[config.mk]
export PLATFORM = sky130hd
export DESIGN_NAME = alu_flags_unit
export DESIGN_NICKNAME = d
export VERILOG_FILES = /design/src/sv/afu_pkg.sv /design/src/sv/afu_cond.sv /design/src/sv/afu_exec.sv /design/src/sv/alu_flags_unit.sv
export VERILOG_INCLUDE_DIRS = /design/src /design/src/sv
export SDC_FILE = /design/constraint.sdc
export NUM_CORES = 1
export LEC_CHECK = 0
export BUFFER_PORTS_ARGS = -buffer_cell sky130_fd_sc_hd__buf_4
export CAP_MARGIN = 20
export CORE_MARGIN = 4
export CORE_UTILIZATION = 55
export DETAILED_ROUTE_END_ITERATION = 6
export PLACE_DENSITY = 0.85
export SETUP_SLACK_MARGIN = 0.02
export SLEW_MARGIN = 20
export SYNTH_ARGS = -nofsm -noshare
export SYNTH_HDL_FRONTEND = slang
export SYNTH_SLANG_ARGS = --single-unit
[constraint.sdc]
create_clock -name clk -period 5.05 [get_ports clk]
set_input_delay 0.505 -clock clk [delete_from_list [all_inputs] [get_ports clk]]
set_output_delay 0.505 -clock clk [all_outputs]
set_load 0.02 [all_outputs]
[src/sv/alu_flags_unit_macros.svh]
// Assertion macros for the ALU flags unit.
// Included by the top level; needs clk and rst_n in scope at the point of use.
`ifndef ALU_FLAGS_UNIT_MACROS_SVH
`define ALU_FLAGS_UNIT_MACROS_SVH

`ifndef SYNTHESIS
`define AFU_ASSERT_NOW(lbl, ante, cons) \
    lbl: assert property (@(posedge clk) disable iff (!rst_n) (ante) |-> (cons)) \
        else $error("alu_flags_unit: same-cycle check failed");
`define AFU_ASSERT_NEXT(lbl, ante, cons) \
    lbl: assert property (@(posedge clk) disable iff (!rst_n) (ante) |=> (cons)) \
        else $error("alu_flags_unit: next-cycle check failed");
`else
`define AFU_ASSERT_NOW(lbl, ante, cons)
`define AFU_ASSERT_NEXT(lbl, ante, cons)
`endif

`endif

[src/sv/afu_pkg.sv]
// Shared types and codes for the ALU flags unit.
// No dependencies; imported by afu_exec, afu_cond, alu_flags_unit, afu_flags_checker and alu_flags_unit_tb.
`timescale 1ns / 1ps

package afu_pkg;

    typedef enum logic [3:0] {
        OP_ADD  = 4'd0,
        OP_OR   = 4'd1,
        OP_ADC  = 4'd2,
        OP_SBB  = 4'd3,
        OP_AND  = 4'd4,
        OP_SUB  = 4'd5,
        OP_XOR  = 4'd6,
        OP_CMP  = 4'd7,
        OP_TEST = 4'd8,
        OP_NOT  = 4'd9,
        OP_NEG  = 4'd10,
        OP_SHL  = 4'd11,
        OP_SHR  = 4'd12,
        OP_SAR  = 4'd13,
        OP_COND = 4'd14
    } op_t;

    // condition group, code bits [3:1]; bit 0 inverts
    typedef enum logic [2:0] {
        CG_O   = 3'd0,
        CG_B   = 3'd1,
        CG_E   = 3'd2,
        CG_BE  = 3'd3,
        CG_S   = 3'd4,
        CG_P   = 3'd5,
        CG_L   = 3'd6,
        CG_LE  = 3'd7
    } cond_grp_t;

    typedef struct packed {
        logic ov;
        logic cy;
        logic sg;
        logic zf;
    } flags_t;

    localparam int DATA_W = 16;
    localparam int BYTE_W = 8;
    localparam int COND_W = 4;
    localparam int CNT_W  = 8;

endpackage

[src/sv/afu_cond.sv]
// Jump condition evaluation against the held flags.
// Depends on afu_pkg.
`timescale 1ns / 1ps

module afu_cond (
    input  logic [afu_pkg::COND_W-1:0] condition,
    input  afu_pkg::flags_t            flags,
    output logic                       taken
);
    import afu_pkg::*;

    logic base;

    always_comb
    begin
        case (cond_grp_t'(condition[COND_W-1:1]))
            CG_O:    base = flags.ov;
            CG_B:    base = flags.cy;
            CG_E:    base = flags.zf;
            CG_BE:   base = flags.cy | flags.zf;
            CG_S:    base = flags.sg;
            CG_P:    base = 1'b1;   // parity not kept
            CG_L:    base = flags.sg ^ flags.ov;
            CG_LE:   base = flags.zf | (flags.sg ^ flags.ov);
            default: base = 1'b0;
        endcase
        taken = base ^ condition[0];
    end

endmodule

[src/sv/afu_exec.sv]
// Arithmetic, logic and shift datapath with flag update.
// Depends on afu_pkg.
`timescale 1ns / 1ps

module afu_exec (
    input  afu_pkg::op_t               operation,
    input  logic                       word_size,
    input  logic [afu_pkg::DATA_W-1:0] dest_value,
    input  logic [afu_pkg::DATA_W-1:0] source_value,
    input  afu_pkg::flags_t            flags_in,
    output logic [afu_pkg::DATA_W-1:0] result,
    output logic                       write_back,
    output afu_pkg::flags_t            flags_out
);
    import afu_pkg::*;

    localparam int SA_W = $clog2(DATA_W + 1);

    function automatic logic top_bit(input logic [DATA_W-1:0] v, input logic wd);
        top_bit = wd ? v[DATA_W-1] : v[BYTE_W-1];
    endfunction

    logic [DATA_W-1:0]   mask;
    logic [DATA_W-1:0]   d;
    logic [DATA_W-1:0]   s;
    logic [CNT_W-1:0]    cnt;
    logic                cin;
    logic [DATA_W:0]     add_sum;
    logic [DATA_W-1:0]   add_res;
    logic [DATA_W-1:0]   sub_a;
    logic [DATA_W-1:0]   sub_b;
    logic [DATA_W:0]     sub_diff;
    logic [DATA_W-1:0]   sub_res;
    logic [SA_W-1:0]     sa;
    logic                cnt_lt_w;
    logic                cnt_le_w;
    logic [2*DATA_W-1:0] shl_wide;
    logic [DATA_W:0]     shr_wide;
    logic [DATA_W-1:0]   sx;
    logic [DATA_W:0]     sar_wide;
    logic                neg;
    logic                shl_cy;
    logic [DATA_W-1:0]   res;
    logic                szf;
    flags_t              nf;

    assign mask = word_size ? {DATA_W{1'b1}} : {{(DATA_W-BYTE_W){1'b0}}, {BYTE_W{1'b1}}};
    assign d    = dest_value & mask;
    assign s    = source_value & mask;
    assign cnt  = source_value[CNT_W-1:0];
    assign cin  = ((operation == OP_ADC) || (operation == OP_SBB)) ? flags_in.cy : 1'b0;

    assign add_sum = {1'b0, d} + {1'b0, s} + {{DATA_W{1'b0}}, cin};
    assign add_res = add_sum[DATA_W-1:0] & mask;

    assign sub_a    = (operation == OP_NEG) ? '0 : d;
    assign sub_b    = (operation == OP_NEG) ? d : s;
    assign sub_diff = {1'b0, sub_a} - {1'b0, sub_b} - {{DATA_W{1'b0}}, cin};
    assign sub_res  = sub_diff[DATA_W-1:0] & mask;

    assign sa       = (cnt > CNT_W'(DATA_W)) ? SA_W'(DATA_W) : cnt[SA_W-1:0];
    assign cnt_lt_w = word_size ? (cnt < CNT_W'(DATA_W)) : (cnt < CNT_W'(BYTE_W));
    assign cnt_le_w = word_size ? (cnt <= CNT_W'(DATA_W)) : (cnt <= CNT_W'(BYTE_W));
    assign neg      = top_bit(d, word_size);

    assign shl_wide = {{DATA_W{1'b0}}, d} << sa;
    assign shl_cy   = word_size ? shl_wide[DATA_W] : shl_wide[BYTE_W];
    assign shr_wide = {d, 1'b0} >> sa;
    assign sx       = word_size ? d : {{(DATA_W-BYTE_W){d[BYTE_W-1]}}, d[BYTE_W-1:0]};
    assign sar_wide = $signed({sx, 1'b0}) >>> sa;

    always_comb
    begin
        res        = '0;
        write_back = 1'b1;
        szf        = 1'b1;
        nf         = flags_in;
        case (operation)
            OP_ADD, OP_ADC:
            begin
                res   = add_res;
                nf.cy = word_size ? add_sum[DATA_W] : add_sum[BYTE_W];
                nf.ov = top_bit(~(d ^ s) & (d ^ add_res), word_size);
            end
            OP_SUB, OP_SBB, OP_CMP, OP_NEG:
            begin
                res        = sub_res;
                nf.cy      = sub_diff[DATA_W];
                nf.ov      = top_bit((sub_a ^ sub_b) & (sub_a ^ sub_res), word_size);
                write_back = (operation != OP_CMP);
            end
            OP_OR:
            begin
                res   = d | s;
                nf.ov = 1'b0;
                nf.cy = 1'b0;
            end
            OP_AND, OP_TEST:
            begin
                res        = d & s;
                nf.ov      = 1'b0;
                nf.cy      = 1'b0;
                write_back = (operation != OP_TEST);
            end
            OP_XOR:
            begin
                res   = d ^ s;
                nf.ov = 1'b0;
                nf.cy = 1'b0;
            end
            OP_NOT:
            begin
                res = ~d & mask;
                szf = 1'b0;
            end
            OP_SHL, OP_SHR, OP_SAR:
            begin
                if (cnt == '0)
                begin
                    res = d;
                    szf = 1'b0;
                end
                else if (operation == OP_SHL)
                begin
                    res   = cnt_lt_w ? (shl_wide[DATA_W-1:0] & mask) : '0;
                    nf.cy = cnt_le_w ? shl_cy : 1'b0;
                    nf.ov = top_bit(res, word_size) ^ nf.cy;
                end
                else if (operation == OP_SHR)
                begin
                    res   = cnt_lt_w ? shr_wide[DATA_W:1] : '0;
                    nf.cy = cnt_le_w ? shr_wide[0] : 1'b0;
                    nf.ov = neg;
                end
                else
                begin
                    res   = cnt_lt_w ? (sar_wide[DATA_W:1] & mask) : (neg ? mask : '0);
                    nf.cy = cnt_le_w ? sar_wide[0] : neg;
                    nf.ov = 1'b0;
                end
            end
            default:
            begin
                write_back = 1'b0;
                szf        = 1'b0;
            end
        endcase
        if (szf)
        begin
            nf.sg = top_bit(res, word_size);
            nf.zf = (res == '0);
        end
    end

    assign result    = res;
    assign flags_out = nf;

endmodule

[src/sv/alu_flags_unit.sv]
// Top level of the 8086-style ALU flags unit: stream ports, stage registers, flag state.
// Depends on afu_pkg, afu_exec, afu_cond and alu_flags_unit_macros.svh.
`timescale 1ns / 1ps
`include "alu_flags_unit_macros.svh"

// One item per clock, sustained while m_tready stays high. An accepted item sits in the
// input register, passes through the ALU datapath and the condition check, and is loaded
// into the output register, which raises m_tvalid, as soon as that register is free or
// being taken. The overflow, carry, sign and zero flags are updated as each item leaves
// the input register, so an item sees the flags left by the item just before it. A
// waiting result holds the next item in the input register; input stalls only when both
// registers are full, and the input register takes a new item whenever it is empty or
// moving on.
module alu_flags_unit (
    input  logic        clk,
    input  logic        rst_n,
    input  logic        s_tvalid,
    output logic        s_tready,
    // operation[3:0], dest_value[19:4], source_value[35:20], condition[39:36]
    input  logic [39:0] s_tdata,
    // word_size[0]
    input  logic        s_tuser,
    output logic        m_tvalid,
    input  logic        m_tready,
    // result[15:0], write_back[16], overflow_out[17], carry_out[18], sign_out[19],
    // zero_out[20], branch_taken[21], zero[23:22]
    output logic [23:0] m_tdata
);
    import afu_pkg::*;

    logic                in_vld_reg;
    logic                in_vld_next;
    op_t                 op_reg;
    logic                word_reg;
    logic [DATA_W-1:0]   dest_reg;
    logic [DATA_W-1:0]   src_reg;
    logic [COND_W-1:0]   cond_reg;

    logic                out_vld_reg;
    logic                out_vld_next;
    logic [DATA_W-1:0]   res_reg;
    logic                wb_reg;
    flags_t              out_flags_reg;
    logic                br_reg;

    flags_t              flags_reg;
    flags_t              flags_next;

    logic                out_free;
    logic                fire;
    logic                load;
    logic [DATA_W-1:0]   exec_res;
    logic                exec_wb;
    logic                cond_taken;

    assign out_free = !out_vld_reg || m_tready;
    assign fire     = in_vld_reg && out_free;
    assign s_tready = !in_vld_reg || out_free;
    assign load     = s_tvalid && s_tready;

    afu_exec u_exec (
        .operation    (op_reg),
        .word_size    (word_reg),
        .dest_value   (dest_reg),
        .source_value (src_reg),
        .flags_in     (flags_reg),
        .result       (exec_res),
        .write_back   (exec_wb),
        .flags_out    (flags_next)
    );

    afu_cond u_cond (
        .condition (cond_reg),
        .flags     (flags_reg),
        .taken     (cond_taken)
    );

    always_comb
    begin
        in_vld_next = in_vld_reg;
        if (load)
            in_vld_next = 1'b1;
        else if (fire)
            in_vld_next = 1'b0;
        out_vld_next = out_vld_reg;
        if (fire)
            out_vld_next = 1'b1;
        else if (m_tready)
            out_vld_next = 1'b0;
    end

    always_ff @(posedge clk or negedge rst_n)
    begin
        if (!rst_n)
        begin
            in_vld_reg  <= 1'b0;
            out_vld_reg <= 1'b0;
            flags_reg   <= '0;
        end
        else
        begin
            in_vld_reg  <= in_vld_next;
            out_vld_reg <= out_vld_next;
            if (fire)
                flags_reg <= flags_next;
        end
    end

    always_ff @(posedge clk)
    begin
        if (load)
        begin
            op_reg   <= op_t'(s_tdata[3:0]);
            dest_reg <= s_tdata[19:4];
            src_reg  <= s_tdata[35:20];
            cond_reg <= s_tdata[39:36];
            word_reg <= s_tuser;
        end
        if (fire)
        begin
            res_reg       <= exec_res;
            wb_reg        <= exec_wb;
            out_flags_reg <= flags_next;
            br_reg        <= (op_reg == OP_COND) && cond_taken;
        end
    end

    assign m_tvalid = out_vld_reg;
    assign m_tdata  = {2'b00, br_reg, out_flags_reg.zf, out_flags_reg.sg,
                       out_flags_reg.cy, out_flags_reg.ov, wb_reg, res_reg};

    `AFU_ASSERT_NEXT(a_flags_track, fire, (flags_reg == out_flags_reg))
    `AFU_ASSERT_NOW(a_branch_no_wb, (m_tvalid && m_tdata[21]), (!m_tdata[16] && (m_tdata[15:0] == '0)))
    `AFU_ASSERT_NEXT(a_in_hold, (in_vld_reg && !out_free), in_vld_reg)

endmodule

==> results of run 1 <==
[kinds of logic (layout without fill, tap and decap cells)]
family,Yosys count,count (layout),synth area share
other,1,2,0.000434
buffers and inverters,161,230,0.0809
xor gates and xnor gates,25,25,0.0253
muxes,17,17,0.0201
DFF,69,69,0.236
and+or+nand+nor,380,380,0.221
adders and majority gates,64,64,0.0961
AOI/OAI and AO/OA,409,409,0.319
[stage by stage]
stage	hold slack [ps]	area (µm²)	setup WS, ps	util	cells
after global routing	323	9910	152	0.647	1407
after floorplan	209	8640	369	-	1127
after detailed placement	322	9590	222	0.626	1390
after CTS	323	9900	229	0.646	1407
after global placement	316	9590	414	0.626	1390
final	320	9910	306	0.647	1407
[final cells by class]
type                            count  area (µm²)
Fill cell                        1375        5410
Multi-Input combinational cell    897        5930
Inverter                           73         274
Clock buffer                       10         229
Timing Repair Buffer              141        1100
Sequential cell                    69        2040
Tap cell                          211         264
Clock inverter                      6        68.8
[cells in the final DEF, fill, tap and decap left out, types with 11 or more instances in the layout]
cell type / n
o31ai_1: 20
o211ai_1: 19
nand3_1: 33
o21ai_0: 86
mux2i_1: 14
o22ai_1: 22
o2111ai_1: 12
a31oi_1: 15
nor3_1: 45
ha_1: 60
and3_1: 11
a21oi_1: 84
nand2b_1: 13
edfxtp_1: 63
xor2_1: 15
nand2_1: 114
a211oi_1: 30
inv_1: 67
buf_4: 137
nor2_1: 75
[layer usage]
layer	GRT usage	part of all wire	vias to the layer above
met5	0	0	-
met4	0.231	0.077	0
met3	0.128	0.14	245
met2	0.627	0.42	950
met1	0.524	0.37	4752
li1	-	-	4398
[repair_timing]
item                                    4_1_cts  5_1_grt
endpoints found under the setup margin        0        2
hold buffers                                  1        0
endpoints found under the hold margin         6        0
gates resized for setup                       0        1
[critical path: stages (launching register included)]
cell and delay, ps:
edfxtp_1 390, buf_4 250, nor3_1 400, fa_1 250
inv_1 70, fa_1 430, nand2b_1 190, a21oi_1 180
xor2_1 220, o21ai_0 100, a211oi_1 610, o2111ai_1 310
nor4_1 320, nand4b_1 150, or4_1 500, o31ai_1 250
[where the power goes]
group          internal (mW)  total (mW)  switching [mW]
clock network          0.387       0.669           0.283
logic                  0.384        1.04           0.660
registers              0.694       0.740          0.0465
total                   1.46        2.45           0.990
[worst max path at each step]
stage	slack [ps]	from	endpoint
after floorplan	370	op_reg[1]	m_tdata[19]
after global placement	410	op_reg[2]	flags_reg[0]
after detailed placement	220	op_reg[2]	m_tdata[19]
after CTS	230	op_reg[2]	m_tdata[19]
after global routing	150	op_reg[2]	m_tdata[19]
final	310	op_reg[2]	flags_reg[0]
==> impl_metrics.yaml, run 1 <==
layout:
  antenna_cells: 0
  final_net_count: 1300
  syn_to_final_growth_pct: 14.7
  layout-drive-gt1-share: 0.164
sta:
  setup_tns_ps: 0
  rsz0062_at_grt: "false"
  finalCritPeriodShare: 0.939
  slew_violations: 0
  fin_crit_ps: 4740
  setup_viol: 0
  slew_headroom: 0.326
  hold_viol_final: 0
  skew_ps: 13.1
  max_freq_mhz: 211
  tightest_slew_ps: 1010
clocking:
  cts_tree: "built"
  cts-root-buf: "clkbuf_16"
  cts.htree.levels: 3
  cts_buffers: 9
  clkSinkCount: 69
  clkLatencyLatePin_ps: 360
  post-cts-setup-buffers: 0
  clk_pin_slew_ps: 70
  clk_path_buf_depth: 2
min_path:
  hp-start: "s_tdata[2]"
  hold_path_depth: 1
  holdPathEnd: "op_reg[2]"
  hold_path.class: "primary input to flop"
power_and_ir_drop:
  p_per_area_mw_per_mm2: 248
  power_mw: 2.45
  total_leakage_power_nw: 4.05
  vdd_drop_max_uv: 155
grt:
  grt_pass1_wl_um: 56600
  grt_max_degree: 51
  grt_usage: 0.413
  first_global_vias: 9493
  antenna_found_initial: 0
  grt_remaining_overflow: 0
worst_setup_path:
  rr_worst_depth: 15
  r2r_setup_slack_ps: 310
  critPathMaxFanout: 29
  reg2reg_to: "flags_reg[0]"
  criticalPathCategory: "flop to flop"
  r2r-start: "op_reg[2]"
  crit_arrival_ps: 5000
  endpoint_kind: "flop"
  crit_required_ps: 5300
  worst_setup_path_start_kind: "flop"
run_status:
  status: "finished with violations"
  violations: "design-rule violations"
floorplan:
  dieWidth_um: 133
  fp-row-count: 45
  dieArea_mm2: 0.0178
  start_util: 0.564
  core_mm2: 0.0153
  ios: 71
  die_h_um: 133
routing:
  drc: 34
  wire_per_inst_um: 27.0
  vias: 10345
  ant_nets: 0
  finalWirelength_um: 38000
  vias_per_cell: 7.35
  first_pass_iters: 7
  drt-initial-drc-count: 1922
yosys:
  synth_top_cell_by_area: "edfxtp_1"
  yosys_warnings: 0
  synthArstFlopShare: 0.0870
  synth.distinct_cells: 90
  synth_top_cells_by_area: "edfxtp_1, ha_1, o21ai_0"
  synth_commonest_cells: "nand2_1, o21ai_0, a21oi_1"
  synth_area_mm2: 0.00864
  syn-mean-instance-area_um2: 7.67
  synth_ff_type: "edfxtp_1"
  ys_seq_elements: 69
  netlist_instances: 1126
  seq_area_frac_synth: 0.236
  synth_edf_count: 63
  yosysMostFrequentCell: "nand2_1"
  synth_top_area_frac: 0.219
place:
  routabilityCongestion: 1.17
  io_buffers: 68
  dp_hpwl_um: 28700
flow_run:
  maxCapViolCount: 0
(Power assumes the default switching activity.)
==> inputs of run 2 (changes only) <==
Settings changed: CORE_UTILIZATION 55 to 47, PLACE_DENSITY 0.85 to 0.76.
Clock period 5.05 ns to 4.1 ns, I/O delays scaled along.
==> run 2 against run 1 <==
  * The flow finishes with violations (design-rule violations, negative setup slack)
  * Worst setup slack lost 420 ps
  * Count of clock-buffer cells in the layout stayed put
  * Clock skew down 1.6 ps
  * Final cell count grew 10%
  * Die area increased by 16%
  * Total power is 36% higher
  * Register-to-register slack got worse by 420 ps
  * Via count rose by 4.2%
  * Sequential power rose by 22%
  * Largest cell class unchanged
  * Largest power group unchanged
==> impl_metrics.yaml, run 2 (same netlist as run 1, synthesis figures left out) <==
run_status:
  status: "finished with violations"
  violations: "design-rule violations, negative setup slack"
floorplan:
  core_mm2: 0.0180
  start_util: 0.479
  dieArea_mm2: 0.0206
  fp-row-count: 49
  ios: 71
  die_h_um: 144
  dieWidth_um: 144
place:
  dp_hpwl_um: 32600
  pre_cts_slack_ps: -374
  dp_cells: 1521
  routabilityCongestion: 1.13
  io_buffers: 68
grt:
  grt_pass1_wl_um: 62100
  grt_remaining_overflow: 0
  grt_max_degree: 47
  first_global_vias: 10044
  grt_usage: 0.402
  antenna_found_initial: 1
flow_run:
  maxCapViolCount: 0
power_and_ir_drop:
  p_per_area_mw_per_mm2: 296
  vdd_drop_max_uv: 215
  power_mw: 3.33
  total_leakage_power_nw: 4.74
routing:
  first_pass_iters: 7
  vias_per_cell: 6.96
  drc: 5
  drt-initial-drc-count: 1630
  ant_nets: 0
  vias: 10784
  finalWirelength_um: 42400
  wire_per_inst_um: 27.3
sta:
  finalCritPeriodShare: 1.03
  slew_violations: 0
  setup_tns_ps: -184
  setup_viol: 2
  tightest_slew_ps: 956
  fin_crit_ps: 4220
  skew_ps: 11.5
  rsz0062_at_grt: "true"
  slew_headroom: 0.360
  max_freq_mhz: 237
  hold_viol_final: 0
  layout_setup_ws_ps: -118
layout:
  final_net_count: 1425
  nFillCells: 1622
  final_cells: 1550
  layout_commonest_cell: "buf_4"
  layout-drive-gt1-share: 0.279
  antenna_cells: 0
  final_cell_mix: "buf_4, nand2_1, a21oi_1, o21ai_0, nor2_1"
  syn_to_final_growth_pct: 30.4
worst_setup_path:
  critPathMaxFanout: 8
  rr_worst_depth: 17
  crit_arrival_ps: 4490
  crit_required_ps: 4380
  worst_setup_path_start_kind: "flop"
  endpoint_kind: "flop"
  criticalPathCategory: "flop to flop"
  r2r_setup_slack_ps: -120
clocking:
  cts_buffers: 9
  cts.htree.levels: 3
  clk_pin_slew_ps: 70
  clk_path_buf_depth: 2
  clkLatencyLatePin_ps: 360
  cts-root-buf: "clkbuf_16"
  clkSinkCount: 69
  cts_tree: "built"
min_path:
  hold_path_depth: 1
  hold_path.class: "primary input to flop"
==> run 2: timing repair <==
item                                    4_1_cts  5_1_grt
buffers inserted                              4        8
pin swaps                                    10       35
hold endpoints to repair                      6        0
hold buffers                                  1        0
gates resized for setup                      21       49
endpoints found under the setup margin        9        9
gates cloned                                  0        0
==> run 2: routing by layer <==
metal  wire, µm  track usage
met5         13            0
met4       3150        0.244
met3       5220        0.105
met2      18000        0.598
met1      16000        0.521
==> run 2: path summary, 6_finish.rpt <==
path / end / from
max: flags_reg[0] / op_reg[0]
min: dest_reg[6] / s_tdata[10]
max reg2reg: flags_reg[0] / op_reg[0]
min reg2reg: m_tvalid / in_vld_reg
max in group asynchronous: in_vld_reg / rst_n
min in group asynchronous: flags_reg[0] / rst_n
==> run 2: critical path, stage by stage (launching register included) <==
cell and delay [ps]:
edfxtp_1 400, nand4bb_4 330, nand2_2 160, o21ai_4 80
fa_2 330, inv_2 90, ha_4 210, and3_4 140
a221o_1 410, nand2_1 120, xor2_1 170, o211a_1 240
nand3_2 130, nor4_2 340, nand4b_1 170, or4_4 520
buf_6 130, o31ai_2 150
==> run 2: stage by stage <==
step / cell area, µm² / util / hold slack [ps]
2_1_floorplan: 8720 / - / 114
3_3_place_gp: 10600 / 0.586 / 221
3_5_place_dp: 10600 / 0.586 / 222
4_1_cts: 11000 / 0.610 / 215
5_1_grt: 11300 / 0.625 / 214
6_report: 11300 / 0.625 / 222
==> run 2: power by group <==
group	switching, mW	internal [mW]
clock network	0.354	0.477
registers	0.0474	0.854
logic	0.917	0.682
total	1.32	2.01
==> run 2: layout make-up <==
class	count	area, µm²	area share
Multi-Input combinational cell	897	6230	0.553
Timing Repair Buffer	266	2130	0.189
Sequential cell	69	2040	0.181
Tap cell	229	287	0.0254
Inverter	73	277	0.0246
Clock buffer	10	229	0.0203
Clock inverter	6	70.1	0.00622
